<file path="config.mk">
export PLATFORM = sky130hd
export DESIGN_NAME = running_mean_variance
export DESIGN_NICKNAME = d
export VERILOG_FILES = /design/src/rtl/rmv_pkg.sv /design/src/rtl/rmv_divider.sv /design/src/rtl/rmv_multiplier.sv /design/src/rtl/rmv_sqrt.sv /design/src/rtl/running_mean_variance.sv
export VERILOG_INCLUDE_DIRS = /design/src /design/src/rtl
export SDC_FILE = /design/constraint.sdc
export NUM_CORES = 2
export LEC_CHECK = 0
export ABC_AREA = 1
export BUFFER_PORTS_ARGS = -buffer_cell sky130_fd_sc_hd__buf_2
export CAP_MARGIN = 30
export CORE_MARGIN = 2
export CORE_UTILIZATION = 55
export CTS_BUF_LIST = sky130_fd_sc_hd__clkbuf_8
export DETAILED_ROUTE_END_ITERATION = 8
export GPL_TIMING_DRIVEN = 1
export PLACE_DENSITY = 0.75
export SLEW_MARGIN = 10
export SYNTH_ARGS = -nofsm -noshare
export SYNTH_HDL_FRONTEND = slang
export SYNTH_SLANG_ARGS = --single-unit
</file>
<file path="constraint.sdc">
create_clock -name clock -period 25.9 [get_ports clock]
set_input_delay 5.18 -clock clock [delete_from_list [all_inputs] [get_ports clock]]
set_output_delay 5.18 -clock clock [all_outputs]
set_load 0.02 [all_outputs]
</file>
<file path="src/rtl/assert_macros.svh">
// ----------------------------------------------------------------------------
// assert_macros.svh
// Assertion helpers shared by the RTL. All sample on the rising clock edge
// and are disabled while reset is high.
// ----------------------------------------------------------------------------
`ifndef ASSERT_MACROS_SVH
`define ASSERT_MACROS_SVH

// Same-cycle implication.
`define ASSERT_NOW(label, ante, cons, msg) \
   label: assert property (@(posedge clock) disable iff (reset) (ante) |-> (cons)) \
      else $error(msg);

// Next-cycle implication.
`define ASSERT_NEXT(label, ante, cons, msg) \
   label: assert property (@(posedge clock) disable iff (reset) (ante) |=> (cons)) \
      else $error(msg);

`endif

</file>
<file path="src/rtl/rmv_pkg.sv">
// ----------------------------------------------------------------------------
// rmv_pkg
// Shared widths, sequencer states and unit status type for the running
// mean and variance block.
// ----------------------------------------------------------------------------
package rmv_pkg;

   localparam int COUNT_BITS  = 32;
   localparam int SAMPLE_BITS = 32;
   localparam int SUM_BITS    = 48;
   localparam int DEV_BITS    = SAMPLE_BITS + 1;
   localparam int DVD_BITS    = 64;
   localparam int STEP_BITS   = 7;
   localparam int MUL_STEPS   = DEV_BITS;
   localparam int ROOT_STEPS  = DVD_BITS / 2;

   typedef enum logic [3:0] {
      ST_IDLE,
      ST_MEAN_GO,
      ST_MEAN_WAIT,
      ST_MUL_GO,
      ST_MUL_WAIT,
      ST_VAR_GO,
      ST_VAR_WAIT,
      ST_ROOT_GO,
      ST_ROOT_WAIT,
      ST_DONE
   } state_type;

   typedef struct packed {
      logic busy;
      logic done;
   } unit_stat_type;

endpackage

</file>
<file path="src/rtl/rmv_divider.sv">
// ----------------------------------------------------------------------------
// rmv_divider
// Restoring divider, one quotient bit per cycle. The dividend arrives
// left-aligned so that only the requested number of steps run.
// ----------------------------------------------------------------------------
module rmv_divider
   import rmv_pkg::*;
(
   input  logic                  clock,
   input  logic                  reset,
   input  logic                  start,
   input  logic [DVD_BITS-1:0]   dividend,
   input  logic [COUNT_BITS-1:0] divisor,
   input  logic [STEP_BITS-1:0]  steps,
   output logic [DVD_BITS-1:0]   quotient,
   output unit_stat_type         stat
);

   logic [DVD_BITS-1:0]   dvd_ff;
   logic [COUNT_BITS-1:0] rem_ff;
   logic [COUNT_BITS-1:0] dsr_ff;
   logic [STEP_BITS-1:0]  cnt_ff;
   logic                  busy_ff;
   logic                  done_ff;
   logic [COUNT_BITS:0]   shifted;
   logic                  fits;

   assign shifted = {rem_ff, dvd_ff[DVD_BITS-1]};
   assign fits    = shifted >= {1'b0, dsr_ff};

   always_ff @(posedge clock) begin
      if (reset) begin
         busy_ff <= 1'b0;
         done_ff <= 1'b0;
         cnt_ff  <= '0;
      end else begin
         done_ff <= 1'b0;
         if (start) begin
            busy_ff <= 1'b1;
            cnt_ff  <= steps;
         end else if (busy_ff) begin
            cnt_ff <= cnt_ff - 1'b1;
            if (cnt_ff == STEP_BITS'(1)) begin
               busy_ff <= 1'b0;
               done_ff <= 1'b1;
            end
         end
      end
   end

   always_ff @(posedge clock) begin
      if (start) begin
         dvd_ff <= dividend;
         rem_ff <= '0;
         dsr_ff <= divisor;
      end else if (busy_ff) begin
         dvd_ff <= {dvd_ff[DVD_BITS-2:0], fits};
         rem_ff <= fits ? COUNT_BITS'(shifted - {1'b0, dsr_ff}) : shifted[COUNT_BITS-1:0];
      end
   end

   assign quotient = dvd_ff;
   assign stat     = '{busy: busy_ff, done: done_ff};

endmodule

</file>
<file path="src/rtl/rmv_multiplier.sv">
// ----------------------------------------------------------------------------
// rmv_multiplier
// Shift-add multiplier for the two deviation magnitudes, one multiplier
// bit per cycle.
// ----------------------------------------------------------------------------
module rmv_multiplier
   import rmv_pkg::*;
(
   input  logic                clock,
   input  logic                reset,
   input  logic                start,
   input  logic [DEV_BITS-1:0] op_a,
   input  logic [DEV_BITS-1:0] op_b,
   output logic [DVD_BITS-1:0] product,
   output unit_stat_type       stat
);

   logic [DVD_BITS-1:0]  acc_ff;
   logic [DVD_BITS-1:0]  mcand_ff;
   logic [DEV_BITS-1:0]  mplier_ff;
   logic [STEP_BITS-1:0] cnt_ff;
   logic                 busy_ff;
   logic                 done_ff;

   always_ff @(posedge clock) begin
      if (reset) begin
         busy_ff <= 1'b0;
         done_ff <= 1'b0;
         cnt_ff  <= '0;
      end else begin
         done_ff <= 1'b0;
         if (start) begin
            busy_ff <= 1'b1;
            cnt_ff  <= STEP_BITS'(MUL_STEPS);
         end else if (busy_ff) begin
            cnt_ff <= cnt_ff - 1'b1;
            if (cnt_ff == STEP_BITS'(1)) begin
               busy_ff <= 1'b0;
               done_ff <= 1'b1;
            end
         end
      end
   end

   always_ff @(posedge clock) begin
      if (start) begin
         acc_ff    <= '0;
         mcand_ff  <= DVD_BITS'(op_a);
         mplier_ff <= op_b;
      end else if (busy_ff) begin
         if (mplier_ff[0]) begin
            acc_ff <= acc_ff + mcand_ff;
         end
         mcand_ff  <= {mcand_ff[DVD_BITS-2:0], 1'b0};
         mplier_ff <= {1'b0, mplier_ff[DEV_BITS-1:1]};
      end
   end

   assign product = acc_ff;
   assign stat    = '{busy: busy_ff, done: done_ff};

endmodule

</file>
<file path="src/rtl/rmv_sqrt.sv">
// ----------------------------------------------------------------------------
// rmv_sqrt
// Digit-by-digit floored square root, two radicand bits per cycle.
// ----------------------------------------------------------------------------
module rmv_sqrt
   import rmv_pkg::*;
(
   input  logic                  clock,
   input  logic                  reset,
   input  logic                  start,
   input  logic [DVD_BITS-1:0]   radicand,
   output logic [ROOT_STEPS-1:0] root,
   output unit_stat_type         stat
);

   localparam int REM_BITS = ROOT_STEPS + 2;

   logic [DVD_BITS-1:0]   rad_ff;
   logic [REM_BITS-1:0]   rem_ff;
   logic [ROOT_STEPS-1:0] root_ff;
   logic [STEP_BITS-1:0]  cnt_ff;
   logic                  busy_ff;
   logic                  done_ff;
   logic [REM_BITS+1:0]   partial;
   logic [REM_BITS+1:0]   trial;
   logic                  fits;

   assign partial = {rem_ff, rad_ff[DVD_BITS-1 -: 2]};
   assign trial   = (REM_BITS+2)'({root_ff, 2'b01});
   assign fits    = partial >= trial;

   always_ff @(posedge clock) begin
      if (reset) begin
         busy_ff <= 1'b0;
         done_ff <= 1'b0;
         cnt_ff  <= '0;
      end else begin
         done_ff <= 1'b0;
         if (start) begin
            busy_ff <= 1'b1;
            cnt_ff  <= STEP_BITS'(ROOT_STEPS);
         end else if (busy_ff) begin
            cnt_ff <= cnt_ff - 1'b1;
            if (cnt_ff == STEP_BITS'(1)) begin
               busy_ff <= 1'b0;
               done_ff <= 1'b1;
            end
         end
      end
   end

   always_ff @(posedge clock) begin
      if (start) begin
         rad_ff  <= radicand;
         rem_ff  <= '0;
         root_ff <= '0;
      end else if (busy_ff) begin
         rad_ff  <= {rad_ff[DVD_BITS-3:0], 2'b00};
         rem_ff  <= fits ? REM_BITS'(partial - trial) : REM_BITS'(partial);
         root_ff <= {root_ff[ROOT_STEPS-2:0], fits};
      end
   end

   assign root = root_ff;
   assign stat = '{busy: busy_ff, done: done_ff};

endmodule

</file>
<file path="src/rtl/running_mean_variance.sv">
// ----------------------------------------------------------------------------
// running_mean_variance
// Welford running mean / variance over signed fixed-point samples.
//
// Usage: present a sample on req_sample with req_valid; it is taken when
// req_ready is also high. Each request yields one response on the rsp_
// channel with count, saturating sum, mean, sample variance and the floored
// standard deviation after that sample.
// Sequence: a first sample goes straight to the done state, which loads its
// response into the output register. Every later sample runs a 33-step mean
// division, a 33-step deviation multiply, a 64-step variance division and a
// 32-step square root on shift-register units, each one bit (root: two bits)
// per cycle; both divisions share one divider, multiply and root own theirs.
// One request is in flight at a time; req_ready is high in idle, so the next
// request is taken once the done state has loaded the previous response.
// Stall: a finished response sits in the output register until rsp_ready;
// the next request is taken meanwhile, and its result waits if the
// register is still full.
// Reset clears count, sum, mean and squared deviations and empties the
// output register.
// ----------------------------------------------------------------------------
`include "assert_macros.svh"

module running_mean_variance
   import rmv_pkg::*;
(
   input  logic                         clock,
   input  logic                         reset,
   input  logic                         req_valid,
   output logic                         req_ready,
   input  logic signed [SAMPLE_BITS-1:0] req_sample,
   output logic                         rsp_valid,
   input  logic                         rsp_ready,
   output logic [31:0]                  rsp_count,
   output logic signed [SUM_BITS-1:0]   rsp_total,
   output logic signed [31:0]           rsp_mean,
   output logic [63:0]                  rsp_variance,
   output logic [31:0]                  rsp_std_dev
);

   localparam logic [COUNT_BITS-1:0] COUNT_MAX = '1;
   localparam logic signed [SUM_BITS:0] SUM_HI = (SUM_BITS+1)'({1'b0, {(SUM_BITS-1){1'b1}}});
   localparam logic signed [SUM_BITS:0] SUM_LO = -SUM_HI - 1;

   state_type state_ff, state_in;

   // statistics
   logic [COUNT_BITS-1:0]         count_ff, count_in;
   logic signed [SUM_BITS-1:0]    sum_ff;
   logic signed [SAMPLE_BITS-1:0] mean_ff;
   logic [DVD_BITS-1:0]           devsq_ff;
   logic signed [SAMPLE_BITS-1:0] x_ff;
   logic [DEV_BITS-1:0]           dold_mag_ff;
   logic                          dold_neg_ff;
   logic [DVD_BITS-1:0]           var_ff;
   logic [ROOT_STEPS-1:0]         std_ff;

   // output register
   logic                          rsp_valid_ff;
   logic [31:0]                   rsp_count_ff;
   logic signed [SUM_BITS-1:0]    rsp_total_ff;
   logic signed [31:0]            rsp_mean_ff;
   logic [63:0]                   rsp_variance_ff;
   logic [31:0]                   rsp_std_dev_ff;

   logic req_take;
   logic out_free;
   logic div_start, mul_start, root_start;
   logic [DVD_BITS-1:0]   div_dividend;
   logic [COUNT_BITS-1:0] div_divisor;
   logic [STEP_BITS-1:0]  div_steps;
   logic [DVD_BITS-1:0]   div_quot;
   logic [DVD_BITS-1:0]   mul_prod;
   logic [ROOT_STEPS-1:0] root_val;
   unit_stat_type         div_stat, mul_stat, root_stat;

   logic signed [SUM_BITS:0]      sum_wide;
   logic signed [DEV_BITS-1:0]    d_old;
   logic signed [DEV_BITS:0]      mean_next_wide;
   logic signed [DEV_BITS-1:0]    d_new;
   logic [DEV_BITS-1:0]           d_new_mag;
   logic [DVD_BITS:0]             devsq_sum;

   assign req_ready = (state_ff == ST_IDLE);
   assign req_take  = req_valid && req_ready;
   assign out_free  = !rsp_valid_ff || rsp_ready;

   // count saturates at its maximum
   assign count_in = (count_ff == COUNT_MAX) ? count_ff : count_ff + 1'b1;
   assign sum_wide = (SUM_BITS+1)'(sum_ff) + (SUM_BITS+1)'(req_sample);

   // deviation from the old mean, and the mean moved by the quotient
   assign d_old = DEV_BITS'(x_ff) - DEV_BITS'(mean_ff);
   assign mean_next_wide = dold_neg_ff
      ? (DEV_BITS+1)'(mean_ff) - (DEV_BITS+1)'(div_quot[DEV_BITS-1:0])
      : (DEV_BITS+1)'(mean_ff) + (DEV_BITS+1)'(div_quot[DEV_BITS-1:0]);
   assign d_new     = DEV_BITS'(x_ff) - DEV_BITS'(mean_ff);
   assign d_new_mag = d_new[DEV_BITS-1] ? DEV_BITS'(-d_new) : DEV_BITS'(d_new);
   assign devsq_sum = {1'b0, devsq_ff} + {1'b0, mul_prod};

   // next state
   always_comb begin
      state_in = state_ff;
      unique case (state_ff)
         ST_IDLE:      if (req_take) state_in = (count_in == COUNT_BITS'(1)) ? ST_DONE
                                                                             : ST_MEAN_GO;
         ST_MEAN_GO:   state_in = ST_MEAN_WAIT;
         ST_MEAN_WAIT: if (div_stat.done) state_in = ST_MUL_GO;
         ST_MUL_GO:    state_in = ST_MUL_WAIT;
         ST_MUL_WAIT:  if (mul_stat.done) state_in = ST_VAR_GO;
         ST_VAR_GO:    state_in = ST_VAR_WAIT;
         ST_VAR_WAIT:  if (div_stat.done) state_in = ST_ROOT_GO;
         ST_ROOT_GO:   state_in = ST_ROOT_WAIT;
         ST_ROOT_WAIT: if (root_stat.done) state_in = ST_DONE;
         ST_DONE:      if (out_free) state_in = ST_IDLE;
         default:      state_in = ST_IDLE;
      endcase
   end

   // unit controls
   always_comb begin
      div_start    = 1'b0;
      mul_start    = 1'b0;
      root_start   = 1'b0;
      div_dividend = devsq_ff;
      div_divisor  = count_ff - 1'b1;
      div_steps    = STEP_BITS'(DVD_BITS);
      unique case (state_ff)
         ST_MEAN_GO: begin
            div_start    = 1'b1;
            div_dividend = {(d_old[DEV_BITS-1] ? DEV_BITS'(-d_old) : DEV_BITS'(d_old)),
                            {(DVD_BITS-DEV_BITS){1'b0}}};
            div_divisor  = count_ff;
            div_steps    = STEP_BITS'(DEV_BITS);
         end
         ST_MUL_GO:  mul_start  = 1'b1;
         ST_VAR_GO:  div_start  = 1'b1;
         ST_ROOT_GO: root_start = 1'b1;
         default: ;
      endcase
   end

   always_ff @(posedge clock) begin
      if (reset) begin
         state_ff <= ST_IDLE;
         count_ff <= '0;
         sum_ff   <= '0;
         mean_ff  <= '0;
         devsq_ff <= '0;
      end else begin
         state_ff <= state_in;
         if (req_take) begin
            count_ff <= count_in;
            if (sum_wide > SUM_HI)      sum_ff <= SUM_HI[SUM_BITS-1:0];
            else if (sum_wide < SUM_LO) sum_ff <= SUM_LO[SUM_BITS-1:0];
            else                        sum_ff <= sum_wide[SUM_BITS-1:0];
            if (count_in == COUNT_BITS'(1)) mean_ff <= req_sample;
         end
         if (state_ff == ST_MEAN_WAIT && div_stat.done) begin
            mean_ff <= mean_next_wide[SAMPLE_BITS-1:0];
         end
         if (state_ff == ST_MUL_WAIT && mul_stat.done) begin
            devsq_ff <= devsq_sum[DVD_BITS] ? '1 : devsq_sum[DVD_BITS-1:0];
         end
      end
   end

   // per-request working values
   always_ff @(posedge clock) begin
      if (req_take) begin
         x_ff   <= req_sample;
         var_ff <= '0;
         std_ff <= '0;
      end
      if (state_ff == ST_MEAN_GO) begin
         dold_neg_ff <= d_old[DEV_BITS-1];
         dold_mag_ff <= d_old[DEV_BITS-1] ? DEV_BITS'(-d_old) : DEV_BITS'(d_old);
      end
      if (state_ff == ST_VAR_WAIT && div_stat.done) var_ff <= div_quot;
      if (state_ff == ST_ROOT_WAIT && root_stat.done) std_ff <= root_val;
   end

   // output register: load in done, drop on handshake
   always_ff @(posedge clock) begin
      if (reset) begin
         rsp_valid_ff <= 1'b0;
      end else if (state_ff == ST_DONE && out_free) begin
         rsp_valid_ff <= 1'b1;
      end else if (rsp_ready) begin
         rsp_valid_ff <= 1'b0;
      end
   end

   always_ff @(posedge clock) begin
      if (state_ff == ST_DONE && out_free) begin
         rsp_count_ff    <= 32'(count_ff);
         rsp_total_ff    <= sum_ff;
         rsp_mean_ff     <= 32'(mean_ff);
         rsp_variance_ff <= 64'(var_ff);
         rsp_std_dev_ff  <= 32'(std_ff);
      end
   end

   assign rsp_valid    = rsp_valid_ff;
   assign rsp_count    = rsp_count_ff;
   assign rsp_total    = rsp_total_ff;
   assign rsp_mean     = rsp_mean_ff;
   assign rsp_variance = rsp_variance_ff;
   assign rsp_std_dev  = rsp_std_dev_ff;

   rmv_divider u_div (
      .clock    (clock),
      .reset    (reset),
      .start    (div_start),
      .dividend (div_dividend),
      .divisor  (div_divisor),
      .steps    (div_steps),
      .quotient (div_quot),
      .stat     (div_stat)
   );

   rmv_multiplier u_mul (
      .clock   (clock),
      .reset   (reset),
      .start   (mul_start),
      .op_a    (dold_mag_ff),
      .op_b    (d_new_mag),
      .product (mul_prod),
      .stat    (mul_stat)
   );

   rmv_sqrt u_root (
      .clock    (clock),
      .reset    (reset),
      .start    (root_start),
      .radicand (var_ff),
      .root     (root_val),
      .stat     (root_stat)
   );

   `ASSERT_NOW(a_rsp_count_nonzero, rsp_valid, rsp_count != 32'd0, "response with zero count")
   `ASSERT_NOW(a_low_count_zero_var, rsp_valid && rsp_count < 32'd2,
               rsp_variance == 64'd0 && rsp_std_dev == 32'd0, "variance below two samples")
   `ASSERT_NEXT(a_take_leaves_idle, req_valid && req_ready, !req_ready, "request not started")
   `ASSERT_NEXT(a_load_only_done, !(state_ff == ST_DONE && out_free) && !rsp_valid,
                !rsp_valid, "response appeared outside done")

endmodule
</file>
==> flow_summary.json <==
{
  "status": "completed",
  "synth_area_um2": 59430,
  "grt_pass1_vias": 50462,
  "numCtsBuffers": 169,
  "initial_core_util_pct": 55.52,
  "path_class": "in -> reg",
  "synth_edf_count": 596,
  "clock-skew-final_ns": 0.04856,
  "htreeDepth": 4,
  "hold_buffers": 0,
  "root_buffer": "clkbuf_8",
  "cts_setup_buffers": 0,
  "cts_buffer_depth": 3,
  "io_pins": 246,
  "async_flop_share_pct": 0,
  "reg2reg_slack_ns": 21.25,
  "hold_viol_final": 0,
  "port_buffers": 245,
  "post-route-period-util_pct": 30.58,
  "finalCriticalPeriod_ns": 7.919,
  "die_w_um": 332.7,
  "max_slew.worst_pin.slew_ns": 1.020,
  "drt_iter0_drc": 5582,
  "dpl.cell_count": 9300,
  "cp.required_ns": 26.71,
  "cp.arrival_ns": 8.73,
  "ys_seq_elements": 997,
  "drv_slew": 0,
  "cts_tree": "done",
  "slew-limit-headroom_pct": 31.27,
  "num_rows": 120,
  "track_usage_pct": 33.92,
  "syn_inst": 7809,
  "wl_per_cell_um": 19.90,
  "dp_hpwl_um": 148200,
  "grt_pass1_wl_um": 292400,
  "tns_ns": 0,
  "ctsResizeCount": 0,
  "stdcell_area_um2": 65600,
  "p_leak_nw": 29.83,
  "p_switching_mw": 3.509,
  "crit_cells": 14,
  "p_seq_share_pct": 34.1,
  "cts_sinks": 997,
  "finalWirelength_um": 191500,
  "synth_warnings": 0,
  "synth_ff_type": "edfxtp_1",
  "first_pass_iters": 6,
  "power_density_nw_per_um2": 116.5,
  "hold_path_class": "reg -> reg",
  "rsz0062_at_grt": "no",
  "place_area_um2": 62040,
  "r2r-start": "u_div.quotient[0]",
  "start_kind": "input pin",
  "die_y_um": 332.7,
  "pwr-share-clk_pct": 19.2,
  "drive_above_1_share_pct": 7.411,
  "startpoint": "req_sample[31]",
  "dieArea_um2": 110700,
  "fin_cells": 9624,
  "postRouteAntennaNets": 0,
  "fmax_mhz": 126.3,
  "path_clk_slew_ns": 0.06,
  "grt.overflow.total": 0,
  "max_stage_delay_ns": 0.70,
  "p_total_mw": 7.641,
  "area_growth_pct": 10.38,
  "swShare_pct": 45.92,
  "yosysUniqueCellTypes": 60,
  "syn_avg_cell_area_um2": 7.611,
  "drc": 0,
  "crit_chain": "buf_2 > ha_1 > a21oi_1 > o21ai_0 > a21oi_1 > nor2_1 > a211oi_1 > nand4_1 > nand2_1 > nand2_1 > nand2_1 > buf_4 > nor2_1 > nor2_1",
  "max_cap_violations": 0,
  "r2r.worst_path.cells": 27,
  "ir_worst_vdd_mv": 0.05728,
  "combPwrFrac_pct": 46.7,
  "drt-vias-per-instance": 5.597,
  "crit_path_end": "sum_ff[34]",
  "cp_max_fo": 25,
  "finalWeightedCongestion": 1.001,
  "worst-path-buf-inv": 2,
  "num_vias": 53865,
  "clk_latency_ns": 0.91,
  "antenna_found_initial": 7,
  "crit_path_end_kind": "flop",
  "grt_start_max_net_pins": 148,
  "ys_seq_area_share_pct": 43.62,
  "setup-violations-final": 0,
  "cpMaxStageDelayCell": "nand2_1",
  "path_delay_family": "simple AND/OR/NAND/NOR gates",
  "p_int_mw": 4.132,
  "coreArea_um2": 107100,
  "syn-num-nets": 8165,
  "finalNetCount": 8426,
  "r2r-end": "mean_ff[31]"
}
cell usage after synthesis, types with 64 or more instances:
| master | n | share of area (%) |
|---|---|---|
| o21ai_0 | 576 | 4.9 |
| xnor2_1 | 93 | 1.4 |
| nor2_1 | 1083 | 6.8 |
| a21oi_1 | 485 | 4.1 |
| clkbuf_1 | 133 | 0.84 |
| inv_1 | 1057 | 6.7 |
| nor3_1 | 90 | 0.76 |
| dfxtp_1 | 401 | 14 |
| edfxtp_1 | 596 | 30 |
| ha_1 | 314 | 6.6 |
| xor2_1 | 188 | 2.8 |
| nand2_1 | 1861 | 12 |
| nand3_1 | 340 | 2.9 |
| o211ai_1 | 64 | 0.81 |
placed cells by master, fill, tap and decap left out, types with 46 or more instances in the layout:
| cell | count |
|---|---|
| a21oi_1 | 485 |
| o21ai_0 | 576 |
| nand2_1 | 1859 |
| o211ai_1 | 64 |
| dfxtp_1 | 401 |
| a31oi_1 | 61 |
| nand3_1 | 338 |
| inv_1 | 1110 |
| nor2_1 | 1076 |
| xor2_1 | 188 |
| nand4_1 | 50 |
| clkbuf_8 | 186 |
| edfxtp_1 | 596 |
| nor3_1 | 90 |
| o22ai_1 | 46 |
| buf_2 | 245 |
| xnor2_1 | 93 |
| ha_1 | 314 |
through the flow:
stage / hold slack, ns / utilization (%) / setup slack [ns]
2_1_floorplan: 0.4003 / - / 0.006754
6_report: 0.4154 / 61.28 / 17.98
4_1_cts: 0.4162 / 61.24 / 18.05
3_5_place_dp: 0.4045 / 57.96 / 17.11
3_3_place_gp: 0.4008 / 57.83 / 17.20
5_1_grt: 0.4230 / 61.28 / 17.70
cell type report:
class	count	area, um^2
Tap cell	1403	1755
Clock buffer	186	2560
Fill cell	9784	41450
Timing Repair Buffer	290	1680
Antenna cell	3	7.507
Clock inverter	133	952.2
Sequential cell	997	25920
Inverter	1068	4018
Multi-Input combinational cell	5544	28710
cell families (layout without fill, tap and decap cells):
kind of cell | count (synthesis) | after routing | synth area share, %
buffers and inverters | 1268 | 1677 | 8.198
adder cells (fa/ha/maj) | 320 | 320 | 6.812
AO/OA/AOI/OAI | 1408 | 1408 | 13.13
flip-flops | 997 | 997 | 43.62
AND/OR/NAND/NOR | 3533 | 3533 | 24.04
other | 0 | 3 | 0
XOR/XNOR | 283 | 283 | 4.196
state kept, by name (all words and copies together), names as in the netlist, 33 cells and up:
| name | flops |
|---|---|
| devsq_ff | 64 |
| rsp_variance | 64 |
| u_div.quotient | 64 |
| u_mul.mcand_ff | 64 |
| u_mul.product | 64 |
| u_root.rad_ff | 64 |
| var_ff | 64 |
| rsp_total | 48 |
| sum_ff | 48 |
| u_root.rem_ff | 34 |
| dold_mag_ff | 33 |
| u_mul.mplier_ff | 33 |
how the worst min path moves through the flow:
stage                                  to       start  slack (ns)  cells after the start
final                     rsp_std_dev[18]  std_ff[18]        0.42                      0
after floorplan            rsp_std_dev[0]   std_ff[0]        0.40                      0
after global routing      rsp_std_dev[18]  std_ff[18]        0.42                      0
after detailed placement  rsp_std_dev[16]  std_ff[16]        0.40                      0
after global placement    rsp_std_dev[15]  std_ff[15]        0.40                      0
after CTS                 rsp_std_dev[18]  std_ff[18]        0.42                      0
routing by layer:
layer	up-vias	routed length [um]	part of all wire [%]	GRT usage, %
li1	26247	-	-	-
met2	2043	84290	44	52.67
met5	-	31	0.016	0
met4	4	6174	3.2	11.19
met1	25242	85670	45	48.15
met3	329	15350	8.0	5.708
power by group through the flow:
stage	sequential [mW]	clock, mW	combinational, mW
2_1_floorplan	2.42	0	2.62
3_3_place_gp	2.61	0	3.42
3_5_place_dp	2.62	0	3.49
4_1_cts	2.59	1.49	3.51
5_1_grt	2.63	1.56	3.99
6_report	2.61	1.47	3.57
Power figures use the tool's default switching activity.
